`src/sv/ir_remote_command_receiver_top_macros.svh`:
```
// Assertion macros shared by the IR remote command receiver modules.
`ifndef IR_REMOTE_COMMAND_RECEIVER_TOP_MACROS_SVH
`define IR_REMOTE_COMMAND_RECEIVER_TOP_MACROS_SVH

// Same-cycle implication, disabled while reset is asserted.
`define IRRX_ASSERT_NOW(lbl, clk, rstn, ante, cons) \
	lbl: assert property (@(posedge clk) disable iff (!(rstn)) (ante) |-> (cons)) \
		else $error("%m: same-cycle check failed");

// Next-cycle implication, disabled while reset is asserted.
`define IRRX_ASSERT_NEXT(lbl, clk, rstn, ante, cons) \
	lbl: assert property (@(posedge clk) disable iff (!(rstn)) (ante) |=> (cons)) \
		else $error("%m: next-cycle check failed");

`endif

```
`src/sv/irrx_pkg.sv`:
```
// Shared types and constants for the IR remote command receiver.
`timescale 1ns / 1ps
package irrx_pkg;

	localparam int DATA_BITS      = 8;
	localparam int STOP_PERIODS   = 3;
	localparam int LAST_BIT_INDEX = DATA_BITS + STOP_PERIODS - 1;
	localparam int BIT_INDEX_W    = 4;

	localparam int CMD_DEPTH = 4;
	localparam int OUT_DEPTH = 2;

	localparam int PADDR_W = 4;
	localparam int PDATA_W = 32;

	localparam logic [15:0] BIT_PERIOD_RESET  = 16'd100;
	localparam logic [15:0] BIT_PERIOD_MIN    = 16'd2;
	localparam logic [7:0]  VOLUME_MAX_RESET  = 8'd10;
	localparam logic [7:0]  CHANNEL_MAX_RESET = 8'd20;
	localparam logic [7:0]  VOLUME_RESET      = 8'd0;
	localparam logic [7:0]  CHANNEL_MIN       = 8'd1;

	// Register indexes, taken from paddr[3:2].
	localparam logic [1:0] REG_BIT_PERIOD  = 2'd0;
	localparam logic [1:0] REG_VOLUME_MAX  = 2'd1;
	localparam logic [1:0] REG_CHANNEL_MAX = 2'd2;

	// Command codes.
	localparam logic [7:0] CMD_VOL_UP   = 8'd1;
	localparam logic [7:0] CMD_VOL_DOWN = 8'd2;
	localparam logic [7:0] CMD_MUTE     = 8'd3;
	localparam logic [7:0] CMD_CH_UP    = 8'd4;
	localparam logic [7:0] CMD_CH_DOWN  = 8'd5;
	localparam logic [7:0] CMD_CH_RESET = 8'd6;

	localparam logic [1:0] IND_SILENT = 2'd0;
	localparam logic [1:0] IND_DONE   = 2'd1;
	localparam logic [1:0] IND_DOUBLE = 2'd2;

	typedef enum logic [1:0] {
		PH_HUNT    = 2'd0,
		PH_CONFIRM = 2'd1,
		PH_DATA    = 2'd2
	} rx_phase_t;

	typedef struct packed {
		logic [7:0] command_code;
		logic [7:0] volume_level;
		logic [7:0] channel_number;
		logic [1:0] indication;
	} result_t;

endpackage

```
`src/sv/irrx_fifo.sv`:
```
// Small first-word-fall-through queue built from registers.
`timescale 1ns / 1ps
module irrx_fifo #(
	parameter int WIDTH = 8,
	parameter int DEPTH = 4
) (
	input  logic             clk,
	input  logic             arst_n,
	input  logic             push,
	input  logic [WIDTH-1:0] wdata,
	output logic             full,
	input  logic             pop,
	output logic [WIDTH-1:0] rdata,
	output logic             empty
);

	localparam int PW = $clog2(DEPTH);
	localparam int CW = $clog2(DEPTH + 1);

	logic [WIDTH-1:0] mem_q [DEPTH];
	logic [PW-1:0]    wr_ptr_q;
	logic [PW-1:0]    rd_ptr_q;
	logic [CW-1:0]    count_q;
	logic             do_push;
	logic             do_pop;

	assign full    = (count_q == CW'(DEPTH));
	assign empty   = (count_q == '0);
	assign do_push = push && !full;
	assign do_pop  = pop && !empty;
	assign rdata   = mem_q[rd_ptr_q];

	always_ff @(posedge clk) begin
		if (do_push) begin
			mem_q[wr_ptr_q] <= wdata;
		end
	end

	always_ff @(posedge clk or negedge arst_n) begin
		if (!arst_n) begin
			wr_ptr_q <= '0;
			rd_ptr_q <= '0;
			count_q  <= '0;
		end else begin
			if (do_push) begin
				wr_ptr_q <= (wr_ptr_q == PW'(DEPTH - 1)) ? '0 : wr_ptr_q + 1'b1;
			end
			if (do_pop) begin
				rd_ptr_q <= (rd_ptr_q == PW'(DEPTH - 1)) ? '0 : rd_ptr_q + 1'b1;
			end
			if (do_push && !do_pop) begin
				count_q <= count_q + 1'b1;
			end else if (do_pop && !do_push) begin
				count_q <= count_q - 1'b1;
			end
		end
	end

endmodule

```
`src/sv/irrx_front.sv`:
```
// Line sampler: finds the start bit, samples the data bits and emits the received byte.
`timescale 1ns / 1ps
`include "ir_remote_command_receiver_top_macros.svh"
module irrx_front (
	input  logic        clk,
	input  logic        arst_n,
	input  logic        accept,
	input  logic        ir_level,
	input  logic [15:0] bit_period,
	output logic        code_push,
	output logic [7:0]  code
);

	localparam int BW = irrx_pkg::BIT_INDEX_W;

	irrx_pkg::rx_phase_t state_q, state_d;
	logic [15:0]   tick_q, tick_d;
	logic [BW-1:0] bit_idx_q, bit_idx_d;
	logic [7:0]    shift_q, shift_d;
	logic [15:0]   period_eff;
	logic [15:0]   tick_inc;

	assign period_eff = (bit_period < irrx_pkg::BIT_PERIOD_MIN) ?
		irrx_pkg::BIT_PERIOD_MIN : bit_period;
	assign tick_inc = tick_q + 16'd1;
	assign code     = shift_q;

	always_ff @(posedge clk or negedge arst_n) begin
		if (!arst_n) begin
			state_q   <= irrx_pkg::PH_HUNT;
			tick_q    <= '0;
			bit_idx_q <= '0;
			shift_q   <= '0;
		end else begin
			state_q   <= state_d;
			tick_q    <= tick_d;
			bit_idx_q <= bit_idx_d;
			shift_q   <= shift_d;
		end
	end

	always_comb begin
		state_d   = state_q;
		tick_d    = tick_q;
		bit_idx_d = bit_idx_q;
		shift_d   = shift_q;
		code_push = 1'b0;
		if (accept) begin
			case (state_q)
				irrx_pkg::PH_CONFIRM: begin
					tick_d = tick_inc;
					// The start bit is checked half a bit period after the falling edge.
					if (tick_inc >= (period_eff >> 1)) begin
						tick_d = '0;
						if (!ir_level) begin
							state_d   = irrx_pkg::PH_DATA;
							bit_idx_d = '0;
							shift_d   = '0;
						end else begin
							state_d = irrx_pkg::PH_HUNT;
						end
					end
				end
				irrx_pkg::PH_DATA: begin
					tick_d = tick_inc;
					if (tick_inc >= period_eff) begin
						tick_d = '0;
						if (bit_idx_q < BW'(irrx_pkg::DATA_BITS)) begin
							// LSB first, and a low line level is a one.
							shift_d   = {~ir_level, shift_q[7:1]};
							bit_idx_d = bit_idx_q + 1'b1;
						end else if (bit_idx_q < BW'(irrx_pkg::LAST_BIT_INDEX)) begin
							bit_idx_d = bit_idx_q + 1'b1;
						end else begin
							state_d   = irrx_pkg::PH_HUNT;
							bit_idx_d = '0;
							code_push = 1'b1;
						end
					end
				end
				default: begin
					if (!ir_level) begin
						state_d = irrx_pkg::PH_CONFIRM;
						tick_d  = '0;
					end
				end
			endcase
		end
	end

	`IRRX_ASSERT_NOW(a_bit_idx_range, clk, arst_n, state_q == irrx_pkg::PH_DATA, bit_idx_q <= BW'(irrx_pkg::LAST_BIT_INDEX))
	`IRRX_ASSERT_NOW(a_push_from_data, clk, arst_n, code_push, state_q == irrx_pkg::PH_DATA && bit_idx_q == BW'(irrx_pkg::LAST_BIT_INDEX))
	`IRRX_ASSERT_NEXT(a_start_seen, clk, arst_n, accept && state_q == irrx_pkg::PH_HUNT && !ir_level, state_q == irrx_pkg::PH_CONFIRM && tick_q == '0)

endmodule

```
`src/sv/irrx_exec.sv`:
```
// Command executor: applies each received byte to the volume and channel.
`timescale 1ns / 1ps
`include "ir_remote_command_receiver_top_macros.svh"
module irrx_exec (
	input  logic              clk,
	input  logic              arst_n,
	input  logic [7:0]        volume_max,
	input  logic [7:0]        channel_max,
	input  logic              cmd_empty,
	input  logic [7:0]        cmd_code,
	output logic              cmd_pop,
	input  logic              res_full,
	output logic              res_push,
	output irrx_pkg::result_t res
);

	logic [7:0] volume_q, volume_d;
	logic [7:0] channel_q, channel_d;
	logic [1:0] ind;
	logic [7:0] cmax;
	logic [8:0] vol_inc;
	logic [8:0] ch_inc;
	logic [7:0] vol_dec;
	logic [7:0] ch_dec;

	assign cmd_pop  = !cmd_empty && !res_full;
	assign res_push = cmd_pop;

	// A channel limit of zero behaves as one.
	assign cmax    = (channel_max == 8'd0) ? irrx_pkg::CHANNEL_MIN : channel_max;
	assign vol_inc = {1'b0, volume_q} + 9'd1;
	assign ch_inc  = {1'b0, channel_q} + 9'd1;
	assign vol_dec = volume_q - 8'd1;
	assign ch_dec  = channel_q - 8'd1;

	always_comb begin
		volume_d  = volume_q;
		channel_d = channel_q;
		ind       = irrx_pkg::IND_DOUBLE;
		case (cmd_code)
			irrx_pkg::CMD_VOL_UP: begin
				if (vol_inc > {1'b0, volume_max}) begin
					volume_d = volume_max;
				end else begin
					volume_d = vol_inc[7:0];
					ind      = irrx_pkg::IND_DONE;
				end
			end
			irrx_pkg::CMD_VOL_DOWN: begin
				if (volume_q == irrx_pkg::VOLUME_RESET) begin
					volume_d = irrx_pkg::VOLUME_RESET;
				end else if (vol_dec > volume_max) begin
					volume_d = volume_max;
				end else begin
					volume_d = vol_dec;
					ind      = irrx_pkg::IND_DONE;
				end
			end
			irrx_pkg::CMD_MUTE: begin
				ind = irrx_pkg::IND_SILENT;
			end
			irrx_pkg::CMD_CH_UP: begin
				if (ch_inc > {1'b0, cmax}) begin
					channel_d = cmax;
				end else begin
					channel_d = ch_inc[7:0];
					ind       = irrx_pkg::IND_DONE;
				end
			end
			irrx_pkg::CMD_CH_DOWN: begin
				if (channel_q <= irrx_pkg::CHANNEL_MIN) begin
					channel_d = irrx_pkg::CHANNEL_MIN;
				end else if (ch_dec > cmax) begin
					channel_d = cmax;
				end else begin
					channel_d = ch_dec;
					ind       = irrx_pkg::IND_DONE;
				end
			end
			irrx_pkg::CMD_CH_RESET: begin
				channel_d = irrx_pkg::CHANNEL_MIN;
				ind       = irrx_pkg::IND_DONE;
			end
			default: begin
				ind = irrx_pkg::IND_DOUBLE;
			end
		endcase
	end

	assign res.command_code   = cmd_code;
	assign res.volume_level   = volume_d;
	assign res.channel_number = channel_d;
	assign res.indication     = ind;

	always_ff @(posedge clk or negedge arst_n) begin
		if (!arst_n) begin
			volume_q  <= irrx_pkg::VOLUME_RESET;
			channel_q <= irrx_pkg::CHANNEL_MIN;
		end else if (cmd_pop) begin
			volume_q  <= volume_d;
			channel_q <= channel_d;
		end
	end

	`IRRX_ASSERT_NOW(a_channel_nonzero, clk, arst_n, 1'b1, channel_q != 8'd0)
	`IRRX_ASSERT_NEXT(a_volume_kept, clk, arst_n, cmd_pop && cmd_code != irrx_pkg::CMD_VOL_UP && cmd_code != irrx_pkg::CMD_VOL_DOWN, $stable(volume_q))
	`IRRX_ASSERT_NEXT(a_channel_reset, clk, arst_n, cmd_pop && cmd_code == irrx_pkg::CMD_CH_RESET, channel_q == irrx_pkg::CHANNEL_MIN)

endmodule

```
`src/sv/ir_remote_command_receiver_top.sv`:
```
// Top level of the IR remote command receiver: configuration registers, sampler, queues and executor.
//
// One IR line sample is taken per clock whenever push is high and full is low; full rises
// only when the command queue between the line sampler and the executor holds CMD_DEPTH
// received bytes that the result side has not yet drained. A frame is a low start bit
// checked half a bit period after its falling edge, eight data bits one bit period apart
// (LSB first, low means one) and three unchecked stop periods. The accepted sample that
// closes the last stop period writes the received byte into the command queue; the
// executor then pops it and writes the result word into the result queue whenever that
// queue has room, after which the word appears on the result ports and can be popped.
// bit_period (values below 2 act as 2), volume_max and channel_max are written through
// the APB port at byte addresses 0, 4 and 8; reads return the stored values.
`timescale 1ns / 1ps
module ir_remote_command_receiver_top #(
	parameter int CMD_DEPTH = irrx_pkg::CMD_DEPTH,
	parameter int OUT_DEPTH = irrx_pkg::OUT_DEPTH
) (
	input  logic                          clk,
	input  logic                          arst_n,
	input  logic                          psel,
	input  logic                          penable,
	input  logic                          pwrite,
	input  logic [irrx_pkg::PADDR_W-1:0]  paddr,
	input  logic [irrx_pkg::PDATA_W-1:0]  pwdata,
	output logic [irrx_pkg::PDATA_W-1:0]  prdata,
	output logic                          pready,
	input  logic                          push,
	output logic                          full,
	input  logic                          ir_level,
	output logic                          empty,
	input  logic                          pop,
	output logic [7:0]                    command_code,
	output logic [7:0]                    volume_level,
	output logic [7:0]                    channel_number,
	output logic [1:0]                    indication
);

	logic [15:0]       bit_period_q;
	logic [7:0]        volume_max_q;
	logic [7:0]        channel_max_q;
	logic              cfg_write;
	logic [1:0]        reg_idx;
	logic              accept;
	logic              code_push;
	logic [7:0]        code;
	logic              cmd_empty;
	logic              cmd_pop;
	logic [7:0]        cmd_code;
	logic              res_full;
	logic              res_push;
	irrx_pkg::result_t res_in;
	irrx_pkg::result_t res_out;

	assign pready    = 1'b1;
	assign reg_idx   = paddr[3:2];
	assign cfg_write = psel && penable && pwrite && pready;
	assign accept    = push && !full;

	always_ff @(posedge clk or negedge arst_n) begin
		if (!arst_n) begin
			bit_period_q  <= irrx_pkg::BIT_PERIOD_RESET;
			volume_max_q  <= irrx_pkg::VOLUME_MAX_RESET;
			channel_max_q <= irrx_pkg::CHANNEL_MAX_RESET;
		end else if (cfg_write) begin
			case (reg_idx)
				irrx_pkg::REG_BIT_PERIOD:  bit_period_q  <= pwdata[15:0];
				irrx_pkg::REG_VOLUME_MAX:  volume_max_q  <= pwdata[7:0];
				irrx_pkg::REG_CHANNEL_MAX: channel_max_q <= pwdata[7:0];
				default: begin
				end
			endcase
		end
	end

	always_comb begin
		case (reg_idx)
			irrx_pkg::REG_BIT_PERIOD:  prdata = {16'd0, bit_period_q};
			irrx_pkg::REG_VOLUME_MAX:  prdata = {24'd0, volume_max_q};
			irrx_pkg::REG_CHANNEL_MAX: prdata = {24'd0, channel_max_q};
			default:                   prdata = '0;
		endcase
	end

	irrx_front u_front (
		.clk        (clk),
		.arst_n     (arst_n),
		.accept     (accept),
		.ir_level   (ir_level),
		.bit_period (bit_period_q),
		.code_push  (code_push),
		.code       (code)
	);

	irrx_fifo #(
		.WIDTH (8),
		.DEPTH (CMD_DEPTH)
	) u_cmd_fifo (
		.clk    (clk),
		.arst_n (arst_n),
		.push   (code_push),
		.wdata  (code),
		.full   (full),
		.pop    (cmd_pop),
		.rdata  (cmd_code),
		.empty  (cmd_empty)
	);

	irrx_exec u_exec (
		.clk         (clk),
		.arst_n      (arst_n),
		.volume_max  (volume_max_q),
		.channel_max (channel_max_q),
		.cmd_empty   (cmd_empty),
		.cmd_code    (cmd_code),
		.cmd_pop     (cmd_pop),
		.res_full    (res_full),
		.res_push    (res_push),
		.res         (res_in)
	);

	irrx_fifo #(
		.WIDTH ($bits(irrx_pkg::result_t)),
		.DEPTH (OUT_DEPTH)
	) u_out_fifo (
		.clk    (clk),
		.arst_n (arst_n),
		.push   (res_push),
		.wdata  (res_in),
		.full   (res_full),
		.pop    (pop),
		.rdata  (res_out),
		.empty  (empty)
	);

	assign command_code   = res_out.command_code;
	assign volume_level   = res_out.volume_level;
	assign channel_number = res_out.channel_number;
	assign indication     = res_out.indication;

endmodule
```
`config.mk`:
```
export PLATFORM = sky130hd
export DESIGN_NAME = ir_remote_command_receiver_top
export DESIGN_NICKNAME = d
export VERILOG_FILES = /design/src/sv/irrx_pkg.sv /design/src/sv/irrx_fifo.sv /design/src/sv/irrx_front.sv /design/src/sv/irrx_exec.sv /design/src/sv/ir_remote_command_receiver_top.sv
export VERILOG_INCLUDE_DIRS = /design/src /design/src/sv
export SDC_FILE = /design/constraint.sdc
export NUM_CORES = 1
export LEC_CHECK = 0
export BUFFER_PORTS_ARGS = -buffer_cell sky130_fd_sc_hd__buf_2
export CORE_MARGIN = 5
export CORE_UTILIZATION = 40
export DETAILED_ROUTE_END_ITERATION = 16
export SLEW_MARGIN = 20
export SYNTH_ARGS = -nofsm -noshare
export SYNTH_HDL_FRONTEND = slang
export SYNTH_HIERARCHICAL = 1
export SYNTH_SLANG_ARGS = --single-unit
```
`constraint.sdc`:
```
create_clock -name clk -period 6.4 [get_ports clk]
set_input_delay 0.32 -clock clk [delete_from_list [all_inputs] [get_ports clk]]
set_output_delay 0.32 -clock clk [all_outputs]
set_load 0.05 [all_outputs]
```
# Word-level counts from Yosys, hierarchy flattened
# Memory sizes are Yosys's and may differ from the RTL's.
# Index checks and enable logic that the tools add are counted.
[classes] addsub=14 magnitude_cmp=10 eq_ne=21 n_mux=57 bitwise=1 reduce_logical=35
[ops] op="$mux W8" n=11
[ops] op="$mux W16" n=4
[ops] op="$pmux W16 S3" n=1
[ops] op="$mux W2" n=16
[ops] op="$pmux W16 S2" n=1
[ops] op="$pmux W8 S2" n=2
[ops] op="$eq A8 B3 Y1 const B" n=3
[ops] op="$pmux W8 S3" n=1
[ops] op="$mux W4" n=5
[ops] op="$add A8 B1 Y9 const B" n=2
[ops] op="$gt A9 B8 Y1" n=2
[ops] op="$add A16 B1 Y16 const B" n=1
[ops] op="$eq A8 B2 Y1 const B" n=2
[ops] op="$ge A16 B15 Y1" n=1
[ops] op="$ge A16 B16 Y1" n=1
[ops] op="$gt A8 B8 Y1" n=2
[ops] op="$logic_not A8 Y1" n=2
[ops] op="$lt A16 B2 Y1 const B" n=1
[ops] op="$sub A8 B1 Y8 const B" n=2
[ops] op="$logic_and A1 B1 Y1" n=12
[ops] op="$pmux W2 S6" n=1
[ops] op="$reduce_and A6 Y1" n=2
[ops] op="$mux W1" n=11
[ops] op="$eq A2 B2 Y1 const B" n=5
[ops] op="other kinds (24)" n=47
[word_totals] ff_bits=89 ram_bits=84 inputBits=44 output_inout_bits=61 word_cells=155 memories=2
[mem_list] name="u_out_fifo.mem_q" words=2 word_bits=26 read_ports=1 rd_clocked_by_memory_dff=0 write_ports=1 line="irrx_fifo.sv:20" text="logic [WIDTH-1:0] mem_q [DEPTH];"
[mem_list] name="u_cmd_fifo.mem_q" words=4 word_bits=8 read_ports=1 rd_clocked_by_memory_dff=0 write_ports=1 line="irrx_fifo.sv:20"

# Depth between registers and ports, before layout
# Gate-level depths: netlist (run 1).
[depth] depth_word=11 depth_mapped=20 ltp_nobuf=19

# By module
# The synthesis (run 1) kept the hierarchy.
[modules_own_cells] mod="irrx_exec" n_inst=1 cells_per_inst=385 area_per_inst_um2=2896.5 seq_area_each_um2=401.6
[modules_own_cells] mod="irrx_front" n_inst=1 cells_per_inst=286 area_per_inst_um2=2511.2 seq_area_each_um2=750.7
[modules_own_cells] mod="irrx_fifo (u_out_fifo)" n_inst=1 cells_per_inst=100 area_per_inst_um2=2173.3 seq_area_each_um2=1661.6
[modules_own_cells] mod="irrx_fifo (u_cmd_fifo)" n_inst=1 cells_per_inst=79 area_per_inst_um2=1619.1 seq_area_each_um2=1136.1
[modules_own_cells] mod="ir_remote_command_receiver_top" n_inst=1 cells_per_inst=126 area_per_inst_um2=1616.6 seq_area_each_um2=809.5

# Worst setup path after synthesis (run 1)
# No wires, ideal clock.
[synth_path] path_type="reg2reg" from="register u_front.tick_q[0]" to="register u_cmd_fifo.count_q[2]" setup_time_ns=0.079 arrival_ns=3.852 required_time_ns=6.321 path_slack_ns=2.469 stages_incl_launch_ff=21 path_buffers=1 synth_period_minus_slack_ns=3.931 path_cell_list="dfrtp_1 > ha_1 > nand3_1 > or2_2 > clkbuf_1 > nor2_1 > nand3_1 > xnor2_1 > ha_1 > nand2_1 > o21a_1 > a21oi_1 > o21ai_2 > a211oi_1 > nor2b_4 > ha_1 > inv_1 > fa_1 > xor2_1 > nor2_1 > xor2_1"
[synth_between] elab_chain_len=9 word_cells_on_any_way=11 cone_classes="1 x add/sub; 1 x order compare; 4 x mux; 5 x reduce/logical"
[synth_lines] item="from (decl)" line="irrx_front.sv:17" text="logic [15:0] tick_q, tick_d;"
[synth_lines] item="from (signal assigned)" line="irrx_front.sv:36" text="tick_q <= tick_d;"
[synth_lines] item="$add A16 B1 Y16 *" line="irrx_front.sv:25" text="assign tick_inc = tick_q + 16'd1;"
[synth_lines] item="$ge A16 B16 Y1 *" line="irrx_front.sv:66" text="if (tick_inc >= period_eff) begin"
[synth_lines] item="$mux W1 *" line="irrx_front.sv:66"
[synth_lines] item="$mux W1 *" line="irrx_front.sv:49" text="case (state_q)"
[synth_lines] item="$mux W1 *" line="irrx_front.sv:48" text="if (accept) begin"
[synth_lines] item="net code_push" line="ir_remote_command_receiver_top.sv:44" text="logic code_push;"
[synth_lines] item="$logic_and A1 B1 Y1 *" line="irrx_fifo.sv:29" text="assign do_push = push && !full;"
[synth_lines] item="net u_cmd_fifo.do_push" line="irrx_fifo.sv:24" text="logic do_push;"
[synth_lines] item="$logic_not A1 Y1" line="irrx_fifo.sv:53" text="end else if (do_pop && !do_push) begin"
[synth_lines] item="$logic_and A1 B1 Y1" line="irrx_fifo.sv:53"
[synth_lines] item="$reduce_bool A2 Y1 (no line)"
[synth_lines] item="to (signal assigned)" line="irrx_fifo.sv:52" text="count_q <= count_q + 1'b1;"
[synth_lines] item="to (signal assigned)" line="irrx_fifo.sv:54" text="count_q <= count_q - 1'b1;"
[synth_lines] item="to (decl)" line="irrx_fifo.sv:23" text="logic [CW-1:0] count_q;"
# Mark *: on every way through the listed nets, which the timed path passes. The rest lies on a longest branch.
# A chain may end at the register's enable or synchronous reset.

# Worst setup path in the final report (run 1)
# Ends and elaborated chain as after synthesis.

==> results of run 1 <==
==> registers in the layout, summed over array words and instances (netlist names), 4 cells and up <==
signal             count
bit_period_q          16
channel_max_q          8
u_cmd_fifo/mem_q      32
u_exec/channel_q       8
u_exec/volume_q        8
u_front/bit_idx_q      4
u_front/code           8
u_front/tick_q        16
u_out_fifo/mem_q      52
volume_max_q           8
==> cells by family (layout without fill, tap and decap cells) <==
| group | Yosys count | in the layout | share of synthesized area |
|---|---|---|---|
| AND/OR/NAND/NOR | 298 | 298 | 0.1513 |
| flip-flops | 173 | 173 | 0.4400 |
| AO/OA/AOI/OAI | 150 | 150 | 0.09775 |
| buffers and inverters | 129 | 171 | 0.06200 |
| multiplexers | 100 | 100 | 0.1178 |
| adder cells (fa/ha/maj) | 77 | 77 | 0.08976 |
| XOR/XNOR | 47 | 47 | 0.04072 |
| other | 2 | 17 | 0.0006943 |
==> how the worst max path moves through the flow <==
stage / endpoint / cells after the start
2_1_floorplan: u_cmd_fifo/count_q[2] / 20
3_3_place_gp: u_cmd_fifo/count_q[2] / 19
3_5_place_dp: u_cmd_fifo/count_q[2] / 19
4_1_cts: u_cmd_fifo/count_q[2] / 19
5_1_grt: u_cmd_fifo/count_q[2] / 19
6_report: u_cmd_fifo/count_q[2] / 19
==> cell type report <==
cell class | instances | area, sq um
clock buffers | 19 | 432.9
clock inverters | 13 | 197.7
fillers | 2495 | 14900
inverters | 64 | 240.2
multi-input cells | 689 | 5445
flip-flops and latches | 173 | 4760
well taps | 341 | 426.7
repair buffers | 75 | 395.4
==> cells in the final DEF, fill, tap and decap left out, drive strengths merged, types with 24 or more instances in the layout <==
| master | instances |
|---|---|
| mux2 | 69 |
| nand3 | 26 |
| a21oi | 29 |
| dfrtp | 81 |
| edfxtp | 84 |
| o21ai | 36 |
| nand2 | 106 |
| nor2 | 38 |
| inv | 71 |
| xor2 | 24 |
| ha | 76 |
| buf | 74 |
==> layer usage <==
layer	vias to the layer above	wire, um	track usage
li1	3575	-	-
met1	3505	11280	0.2171
met2	153	10990	0.2528
met3	24	817	0.02632
met4	0	351	0.04487
met5	-	0	0
==> worst max-delay path, stage by stage (launching register included) <==
cell and delay [ns]:
sky130_fd_sc_hd__dfrtp_1 0.46, sky130_fd_sc_hd__ha_1 0.27, sky130_fd_sc_hd__nand3_1 0.13, sky130_fd_sc_hd__or2_2 0.37, sky130_fd_sc_hd__nor2_1 0.24, sky130_fd_sc_hd__nand3_1 0.13
sky130_fd_sc_hd__xnor2_1 0.19, sky130_fd_sc_hd__ha_1 0.32, sky130_fd_sc_hd__nand2_1 0.06, sky130_fd_sc_hd__o21a_1 0.18, sky130_fd_sc_hd__a21oi_1 0.16, sky130_fd_sc_hd__o21ai_2 0.10
sky130_fd_sc_hd__a211oi_1 0.33, sky130_fd_sc_hd__nor2b_4 0.29, sky130_fd_sc_hd__ha_1 0.21, sky130_fd_sc_hd__inv_1 0.06, sky130_fd_sc_hd__fa_1 0.37, sky130_fd_sc_hd__xor2_1 0.15
sky130_fd_sc_hd__nor2_1 0.13, sky130_fd_sc_hd__xor2_1 0.15
==> power by group <==
group	switching, mW	total [mW]	internal, mW
sequential	0.329	1.94	1.61
clock	0.461	1.13	0.665
combinational	1.77	2.82	1.05
==> summary.txt, run 1 <==
Min path
  – Hold worst-path end: bit_period_q[15]
  – Path category of the worst min-delay check: primary input to flop
  – Number of instances on the worst hold path: 2
  – HP Start: pwdata[15]

Global routing
  – Maximum number of pins on one net before global-route repair: 66
  – Antenna violations before repair: 0
  – Wire length of the first global-routing pass: 38630 um
  – Congestion Overflow GR: 0
  – Number of global-route vias before repair: 7277
  – GRT Resource Usage Total: 0.1564

Power
  – Pwr dens: 494.3 nW/um^2
  – Worst voltage drop across the vdd grid: 0.1810 mV
  – Leakage power summed over all cells: 5.226 nW
  – Post-layout power: 5.881 mW

Clock network
  – Clock buffer count from CTS: 17
  – Clk root buf: sky130_fd_sc_hd__clkbuf_16
  – Clk Latency, worst-skew pair: 0.43 ns
  – Clock sinks: 173
  – Resized cells post-CTS: 0
  – Max Buffers Root-to-Sink: 2
  – Setup repair bufs after CTS: 0
  – Hold bufs inserted after CTS: 1
  – Register clock-pin slew on the reported worst setup and hold paths: 0.07 ns
  – Total number of H-tree levels: 4
  – CTS tree: done

Die
  – Starting density of the core: 0.4036
  – Site row count: 60
  – I/O pin total: 105
  – Overall die height: 174.4 um
  – Die Outline Area: 30430 sq um
  – Std-Cell Core Area: 26800 sq um
  – DIE WIDTH: 174.4 um

Drt
  – Detailed-route via count: 7257
  – DRC violation count after routing: 0
  – Post-Route WL: 23440 um
  – Detailed router's first-iteration violation count: 487
  – First-pass DRT Iterations: 5
  – Antenna violation net count after detailed routing: 0
  – Routed via count divided by cell count: 5.282
  – Average wire length per cell after detail routing: 17.06 um

Setup path
  – Worst setup path category: flop to flop
  – End of the worst register-to-register path: u_cmd_fifo/count_q[2]
  – Worst path arrival time: 4.74 ns
  – Maximum fanout encountered on the critical timing path: 7
  – Required time reported for the critical path endpoint: 6.75 ns
  – Worst Setup SP: u_front/tick_q[0]
  – Reg2reg path depth: 19
  – Endpoint kind of the worst setup timing path: flop
  – Worst-case register-to-register setup slack: 2.01 ns
  – Worst setup SP type: flop
  – Reg-to-Reg Start: u_front/tick_q[0]

Timing
  – Max-slew violation count: 0
  – Worst-Margin Slew: 0.8657 ns
  – Highest achievable clock rate: 0.2280 GHz
  – Smallest hold slack: 0.1210 ns
  – Setup repair after global routing missed its margin: no
  – Post-route worst setup slack: 2.014 ns
  – Final worst clock skew: 0.009801 ns
  – Final count of hold timing violations: 0
  – Min Clock Period, post-route: 4.386 ns
  – Fin crit share: 0.6853
  – Headroom to the max-slew limit: 0.4210
  – Count of endpoints failing setup in the final report: 0
  – Total Neg Setup Slack: 0 ns

Synthesis
  – Synth area leaders: sky130_fd_sc_hd__edfxtp_1, sky130_fd_sc_hd__dfrtp_1, sky130_fd_sc_hd__ha_1, sky130_fd_sc_hd__mux2_2, sky130_fd_sc_hd__nand2_1
  – Avg Synthesized Cell Area: 11.08 sq um
  – Post-synthesis cell type with the largest combined area: sky130_fd_sc_hd__edfxtp_1
  – Yosys warning total: 6
  – Most repeated cell in the gate-level netlist after synthesis: sky130_fd_sc_hd__nand2_1
  – Share of the yosys chip area belonging to registers: 0.4400
  – Synthesized area: 10820 sq um
  – Flip-flop and latch count after synthesis: 173
  – Primary flip-flop cell chosen by synthesis mapping: sky130_fd_sc_hd__edfxtp_1
  – Fraction of post-synthesis cell area in the top cell type by area: 0.2332
  – Share of flip-flops with an asynchronous set or reset: 0.5145
  – Synthesized netlist cell count: 976
  – EDFF count, synth: 84
  – Number of distinct library cells after synthesis: 101
  – Most frequent cells after synthesis: sky130_fd_sc_hd__nand2_1, sky130_fd_sc_hd__edfxtp_1, sky130_fd_sc_hd__dfrtp_1

Placement
  – Pre-CTS setup slack: 2.038 ns
  – Placed standard-cell area: 11260 sq um
  – Post-DP HPWL: 17350 um
  – Port buffer count: 69
  – Final weighted congestion in routability-driven placement: 0.8519
  – Inst Count DP: 1341

Flow run
  – Max-cap viol count: 0

Final layout
  – Final nets: 1141
  – Layout Utilization: 0.4439
  – Design Area, Final: 11900 sq um
  – Final antenna diode count: 0
  – Layout overhead on the synthesized area: 9.995%
  – Final non-filler cell total: 1374
  – Fraction of final layout cells sized beyond drive strength 1: 0.2207

Run status
  – Status: finished, final reports clean
Power figures use the tool's default switching activity.
==> run 2: changes to the inputs <==
==> constraint.sdc (replaced) <==
create_clock -name clk -period 4.4 [get_ports clk]
set_input_delay 0.22 -clock clk [delete_from_list [all_inputs] [get_ports clk]]
set_output_delay 0.22 -clock clk [all_outputs]
set_load 0.05 [all_outputs]
==> run 2 against run 1 <==
Against the previous run:
- design area increased by 0.24%
- critical endpoint is now u_out_fifo/mem_q[1][5]
- worst hold slack worse by 0.10 ns
- clock power is 33% higher
- highest routed layer unchanged
- sequential share of layout area down 0.086 points
- largest power group unchanged
- die area stayed put
- wire length shrank 1.8%
==> summary.txt, run 2 (same netlist as run 1, synthesis figures left out) <==
Run status
  – Status: finished, final reports clean

Setup path
  – Worst setup path category: flop to flop
  – Maximum fanout encountered on the critical timing path: 9 (+2)
  – Worst setup SP type: flop
  – Required time reported for the critical path endpoint: 4.56 ns (-2.19 ns)
  – Worst path arrival time: 4.21 ns (-0.53 ns)
  – Endpoint kind of the worst setup timing path: flop

Die
  – Overall die height: 174.4 um (unchanged)
  – I/O pin total: 105 (unchanged)
  – DIE WIDTH: 174.4 um (unchanged)
  – Starting density of the core: 0.4036 (unchanged)
  – Die Outline Area: 30430 sq um (unchanged)
  – Std-Cell Core Area: 26800 sq um (unchanged)
  – Site row count: 60 (unchanged)

Drt
  – First-pass DRT Iterations: 5 (unchanged)
  – Post-Route WL: 23020 um (-1.8%)
  – Antenna violation net count after detailed routing: 0 (unchanged)
  – Average wire length per cell after detail routing: 16.65 um (-2.4%)
  – Detailed router's first-iteration violation count: 494 (+1.4%)
  – DRC violation count after routing: 0 (unchanged)
  – Detailed-route via count: 7233 (-0.33%)
  – Routed via count divided by cell count: 5.230 (-0.98%)

Final layout
  – Regs by FF count: u_out_fifo/mem_q x52, u_cmd_fifo/mem_q x32
  – Most common library cell in the layout ignoring fill and taps: sky130_fd_sc_hd__nand2_1
  – Layout overhead on the synthesized area: 10.26%
  – Fraction of final layout cells sized beyond drive strength 1: 0.2294 (+0.008650)
  – Final antenna diode count: 0 (unchanged)
  – Commonest non-fill, non-tap cells in the layout: sky130_fd_sc_hd__nand2_1, sky130_fd_sc_hd__edfxtp_1, sky130_fd_sc_hd__dfrtp_1
  – Largest register by flop count: u_out_fifo/mem_q
  – Final nets: 1150 (+0.79%)
  – Largest register FFs: 52 (unchanged)

Global routing
  – Maximum number of pins on one net before global-route repair: 60 (-9.1%)
  – Number of global-route vias before repair: 7155 (-1.7%)
  – Congestion Overflow GR: 0 (unchanged)
  – Wire length of the first global-routing pass: 37800 um (-2.1%)
  – Antenna violations before repair: 0 (unchanged)
  – GRT Resource Usage Total: 0.1527 (-0.003682)

Power
  – Worst voltage drop across the vdd grid: 0.2516 mV (+39%)
  – Pwr dens: 707.6 nW/um^2 (+43%)
  – Leakage power summed over all cells: 5.245 nW (+0.37%)
  – Post-layout power: 8.439 mW (+44%)

Clock network
  – Clock sinks: 173 (unchanged)
  – Clk root buf: sky130_fd_sc_hd__clkbuf_16
  – Register clock-pin slew on the reported worst setup and hold paths: 0.07 ns (about the same)
  – Clock buffer count from CTS: 17 (unchanged)
  – Max Buffers Root-to-Sink: 2 (unchanged)
  – Total number of H-tree levels: 4 (unchanged)
  – Setup repair bufs after CTS: 0 (unchanged)
  – CTS tree: done
  – Clk Latency, worst-skew pair: 0.43 ns (about the same)

Timing
  – Highest achievable clock rate: 0.2467 GHz (+8.2%)
  – Fin crit share: 0.9214 (+0.2361)
  – Final count of hold timing violations: 0 (unchanged)
  – Max-slew violation count: 0 (unchanged)
  – Total Neg Setup Slack: 0 ns (unchanged)
  – Headroom to the max-slew limit: 0.4324 (+0.01142)
  – Worst-Margin Slew: 0.8487 ns (-0.01707 ns)
  – Final worst clock skew: 0.01447 ns (+0.004672 ns)
  – Count of endpoints failing setup in the final report: 0 (unchanged)
  – Min Clock Period, post-route: 4.054 ns (-0.3316 ns)
  – Setup repair after global routing missed its margin: no

Placement
  – Final weighted congestion in routability-driven placement: 0.8940 (+4.9%)
  – Post-DP HPWL: 17230 um (-0.66%)
  – Port buffer count: 69 (unchanged)

Flow run
  – Max-cap viol count: 0 (unchanged)

Min path
  – Path category of the worst min-delay check: primary input to flop
run 2: power by group:
group	switching [mW]	internal, mW
registers	0.472	2.34
logic	2.58	1.54
clock network	0.696	0.808
total	3.75	4.69
run 2: metal layers:
| layer | part of all wire | up-vias | global-route usage | wire length (um) |
|---|---|---|---|---|
| met5 | 0 | - | 0 | 0 |
| met4 | 0.013 | 0 | 0.03200 | 307 |
| met3 | 0.039 | 18 | 0.03110 | 898 |
| met2 | 0.47 | 136 | 0.2479 | 10870 |
| met1 | 0.48 | 3487 | 0.2126 | 10940 |
| li1 | - | 3592 | - | - |
run 2: cell type report:
type / instances / area, sq um
fill: 2500 / 14870
multi-input combinational: 689 / 5450
sequential: 173 / 4761
timing repair buffer: 84 / 465.4
clock buffer: 19 / 432.9
tap: 341 / 426.7
inverter: 64 / 240.2
clock inverter: 13 / 150.1
run 2: stage by stage:
step,area [sq um],worst slack (ns),instances,utilization,hold WS (ns)
2_1_floorplan,10870,0.4693,991,-,-0.07559
3_3_place_gp,11320,0.2889,1349,0.4223,0.3811
3_5_place_dp,11320,0.2501,1349,0.4223,0.3695
4_1_cts,11920,0.2019,1383,0.4448,0.0007696
5_1_grt,11930,0.05055,1383,0.4450,0.004634
6_report,11930,0.3459,1383,0.4450,0.01929
run 2: worst paths after layout:
path	to	from	slack, ns	depth (start not counted)
setup reg to reg	u_out_fifo/mem_q[1][5]	u_exec/channel_q[0]	0.35	13
min in group asynchronous	u_front/bit_idx_q[0]	arst_n	0.43	2
hold reg to reg	u_front/tick_q[15]	u_front/tick_q[15]	0.52	2
setup / recovery	u_out_fifo/mem_q[1][5]	u_exec/channel_q[0]	0.35	13
hold / removal	bit_period_q[10]	pwdata[10]	0.02	2
max in group asynchronous	volume_max_q[1]	arst_n	3.03	3
run 2: repair_timing:
item | 4_1_cts | 5_1_grt
hold endpoints to repair | 58 | 0
hold buffers | 2 | 0
gates resized for setup | 0 | 2
endpoints found under the setup margin | 0 | 2
run 2: critical path, stage by stage, from the launching register on:
cell and delay (ns):
sky130_fd_sc_hd__dfstp_2 0.65, sky130_fd_sc_hd__ha_1 0.29, sky130_fd_sc_hd__nand2_1 0.10, sky130_fd_sc_hd__or2_2 0.29
sky130_fd_sc_hd__xor2_1 0.19, sky130_fd_sc_hd__inv_1 0.06, sky130_fd_sc_hd__ha_1 0.28, sky130_fd_sc_hd__a21o_1 0.17
sky130_fd_sc_hd__a211o_1 0.29, sky130_fd_sc_hd__nor3_1 0.29, sky130_fd_sc_hd__a211oi_1 0.21, sky130_fd_sc_hd__or2_1 0.33
sky130_fd_sc_hd__a222oi_1 0.49, sky130_fd_sc_hd__nand2_1 0.13
==> run 3: changes to the inputs <==
--- a/config.mk
+++ b/config.mk
@@ -7,7 +7,7 @@
 export NUM_CORES = 1
 export LEC_CHECK = 0
 export BUFFER_PORTS_ARGS = -buffer_cell sky130_fd_sc_hd__buf_2
-export CORE_MARGIN = 5
+export CORE_MARGIN = 4
 export CORE_UTILIZATION = 40
 export DETAILED_ROUTE_END_ITERATION = 16
 export SLEW_MARGIN = 20
==> constraint.sdc (replaced) <==
create_clock -name clk -period 4.4 [get_ports clk]
set_input_delay 0.88 -clock clk [delete_from_list [all_inputs] [get_ports clk]]
set_output_delay 0.88 -clock clk [all_outputs]
set_load 0.05 [all_outputs]
==> run 3 against run 2 <==
Against the previous run:
- worst hold slack better by 0.49 ns
- register-to-register slack got worse by 0.11 ns
- clock power up 7%
- non-clock buffer count rose by 5
- die area decreased by 2.3%
- wire length up 2.0%
- via count rose by 1.1%
- sequential power about the same
- final cell count about the same
- sequential share of layout area decreased by 0.32 points
- core utilization up 1.1 points
- fmax is 2.6% lower
==> summary.txt, run 3 (same netlist as run 1, synthesis figures left out) <==
Placement
  – Placed standard-cell area: 11360 sq um (+0.40%)
  – Post-DP HPWL: 17740 um (+3.0%)
  – Final weighted congestion in routability-driven placement: 0.8816 (-1.4%)
  – Pre-CTS setup slack: 0.1962 ns (-0.05389 ns)
  – Port buffer count: 69 (unchanged)

Drt
  – DRC violation count after routing: 0 (unchanged)
  – Antenna violation net count after detailed routing: 0 (unchanged)
  – Average wire length per cell after detail routing: 16.99 um (+2.1%)
  – Detailed router's first-iteration violation count: 483 (-2.2%)
  – First-pass DRT Iterations: 6 (+1)
  – Post-Route WL: 23490 um (+2.0%)
  – Detailed-route via count: 7316 (+1.1%)
  – Routed via count divided by cell count: 5.294 (+1.2%)

Die
  – Die Outline Area: 29740 sq um (-2.3%)
  – I/O pin total: 105 (unchanged)
  – Starting density of the core: 0.4104 (+0.006841)
  – DIE WIDTH: 172.4 um (-1.1%)
  – Std-Cell Core Area: 26350 sq um (-1.7%)
  – Overall die height: 172.4 um (-1.1%)
  – Site row count: 59 (-1.7%)

Setup path
  – Slowest CP cell: sky130_fd_sc_hd__or3_2
  – Cells along the critical path: and3_4 > nand3_4 > or3_2 > nor3_1 > xor2_1 > ha_1 > a21o_1 > a21o_1 > a21oi_1 > a211oi_2 > nor2b_4 > ha_1 > inv_1 > fa_1 > mux2_2
  – Slowest Stage Delay on Critical Path: 0.58 ns (-0.07 ns)
  – Required time reported for the critical path endpoint: 4.72 ns (+0.16 ns)
  – Worst setup SP type: flop
  – Endpoint kind of the worst setup timing path: flop
  – Maximum fanout encountered on the critical timing path: 7 (-2)
  – Worst path arrival time: 4.48 ns (+0.27 ns)
  – Worst setup path category: flop to flop
  – Reg-to-Reg Start: u_front/tick_q[0]
  – Worst Setup SP: u_front/tick_q[0]

Global routing
  – Congestion Overflow GR: 0 (unchanged)
  – GRT Resource Usage Total: 0.1651 (+0.01244)
  – Antenna violations before repair: 0 (unchanged)
  – Wire length of the first global-routing pass: 38720 um (+2.4%)
  – Maximum number of pins on one net before global-route repair: 63 (+5.0%)
  – Number of global-route vias before repair: 7281 (+1.8%)

Clock network
  – Clock buffer count from CTS: 17 (unchanged)
  – Clk Latency, worst-skew pair: 0.44 ns (about the same)
  – Hold bufs inserted after CTS: 0 (-2)
  – Max Buffers Root-to-Sink: 2 (unchanged)
  – Clock sinks: 173 (unchanged)
  – Setup repair bufs after CTS: 0 (unchanged)
  – Total number of H-tree levels: 4 (unchanged)
  – Register clock-pin slew on the reported worst setup and hold paths: 0.07 ns (about the same)
  – CTS tree: done
  – Clk root buf: sky130_fd_sc_hd__clkbuf_16
  – Resized cells post-CTS: 0 (unchanged)

Final layout
  – Design Area, Final: 12020 sq um (+0.78%)
  – Regs by FF count: u_out_fifo/mem_q x52, u_cmd_fifo/mem_q x32
  – Commonest non-fill, non-tap cells in the layout: sky130_fd_sc_hd__nand2_1, sky130_fd_sc_hd__edfxtp_1, sky130_fd_sc_hd__dfrtp_1
  – Most common library cell in the layout ignoring fill and taps: sky130_fd_sc_hd__nand2_1
  – Layout overhead on the synthesized area: 11.12%
  – Largest register by flop count: u_out_fifo/mem_q
  – Final antenna diode count: 0 (unchanged)
  – Final nets: 1155 (+0.43%)
  – Largest register FFs: 52 (unchanged)
  – Fraction of final layout cells sized beyond drive strength 1: 0.2369 (+0.007501)

Timing
  – Max-slew violation count: 0 (unchanged)
  – Setup repair after global routing missed its margin: no
  – Total Neg Setup Slack: 0 ns (unchanged)
  – Fin crit share: 0.9458 (+0.02437)
  – Highest achievable clock rate: 0.2403 GHz (-2.6%)
  – Min Clock Period, post-route: 4.161 ns (+0.1072 ns)
  – Headroom to the max-slew limit: 0.3428 (-0.08959)
  – Count of endpoints failing setup in the final report: 0 (unchanged)
  – Post-route worst setup slack: 0.2387 ns (-0.1072 ns)
  – Worst-Margin Slew: 0.9858 ns (+0.1371 ns)
  – Final worst clock skew: 0.01511 ns (+0.0006336 ns)
  – Final count of hold timing violations: 0 (unchanged)

Power
  – Pwr dens: 711.5 nW/um^2 (+0.56%)
  – Worst voltage drop across the vdd grid: 0.2920 mV (+16%)
  – Leakage power summed over all cells: 5.310 nW (+1.2%)

Flow run
  – Max-cap viol count: 0 (unchanged)

Min path
  – HP Start: u_front/tick_q[15]
  – Path category of the worst min-delay check: flop to flop

Run status
  – Status: finished, final reports clean
run 3: cell count changes in the layout (fill, tap and decap cells not counted):
cell and delta:
sky130_fd_sc_hd__clkbuf_1 -2, sky130_fd_sc_hd__clkinvlp_4 -2, sky130_fd_sc_hd__buf_4 +7, sky130_fd_sc_hd__dfrtp_2 -1, sky130_fd_sc_hd__nor2_1 -1, sky130_fd_sc_hd__inv_8 -2
sky130_fd_sc_hd__bufinv_16 +1, sky130_fd_sc_hd__clkinv_4 -1, sky130_fd_sc_hd__clkinv_8 +5, sky130_fd_sc_hd__dlygate4sd3_1 -2, sky130_fd_sc_hd__nor2_2 +1, sky130_fd_sc_hd__dfrtp_1 +1
sky130_fd_sc_hd__inv_6 +1
run 3: critical path, delay by kind of cell (launching register included):
kind                     cells  cell delay [ns]
AO/OA/AOI/OAI                4             0.72
buffers and inverters        1             0.07
multiplexers                 1             0.27
flip-flops                   1             0.46
AND/OR/NAND/NOR              5             1.26
adder cells (fa/ha/maj)      3             0.94
XOR/XNOR                     1             0.31
run 3: path summary, 6_finish.rpt:
check | slack (ns) | cells after the start | to
min in group asynchronous | 0.55 | 1 | u_front/state_q[1]
hold reg to reg | 0.51 | 2 | u_front/tick_q[15]
max in group asynchronous | 2.88 | 2 | bit_period_q[6]
hold / removal | 0.51 | 2 | u_front/tick_q[15]
setup / recovery | 0.24 | 15 | u_cmd_fifo/count_q[1]
setup reg to reg | 0.24 | 15 | u_cmd_fifo/count_q[1]
run 3: routing by layer:
metal  vias up  wire, um  part of all wire  global-route usage
met5         -         0                 0                   0
met3        19       882             0.038             0.03086
li1       3603         -                 -                   -
met4         0       255             0.011             0.03862
met1      3542     11190              0.48              0.2310
met2       152     11150              0.47              0.2676
run 3: power by group:
group / leakage (nW) / total, mW / internal [mW] / switching, mW
sequential: 1.91 / 2.80 / 2.34 / 0.464
combinational: 3.09 / 4.14 / 1.55 / 2.60
clock: 0.313 / 1.61 / 0.881 / 0.724
run 3: stage by stage:
| stage | hold WS (ns) | cells | utilization | power, mW |
|---|---|---|---|---|
| floorplan | 0.4608 | 991 | - | 6.092 |
| global placement | 0.4848 | 1350 | 0.4311 | 6.921 |
| detailed placement | 0.5018 | 1350 | 0.4311 | 6.991 |
| CTS | 0.5175 | 1382 | 0.4558 | 8.627 |
| global route | 0.5288 | 1382 | 0.4561 | 9.220 |
| finish | 0.5097 | 1382 | 0.4561 | 8.552 |
run 3: final cells by class:
cell class,count,area [sq um]
Tap cell,335,419.2
Multi-Input combinational cell,689,5453
Fill cell,2466,14340
Inverter,64,240.2
Clock buffer,17,425.4
Clock inverter,15,224.0
Sequential cell,173,4760
Timing Repair Buffer,89,498.0
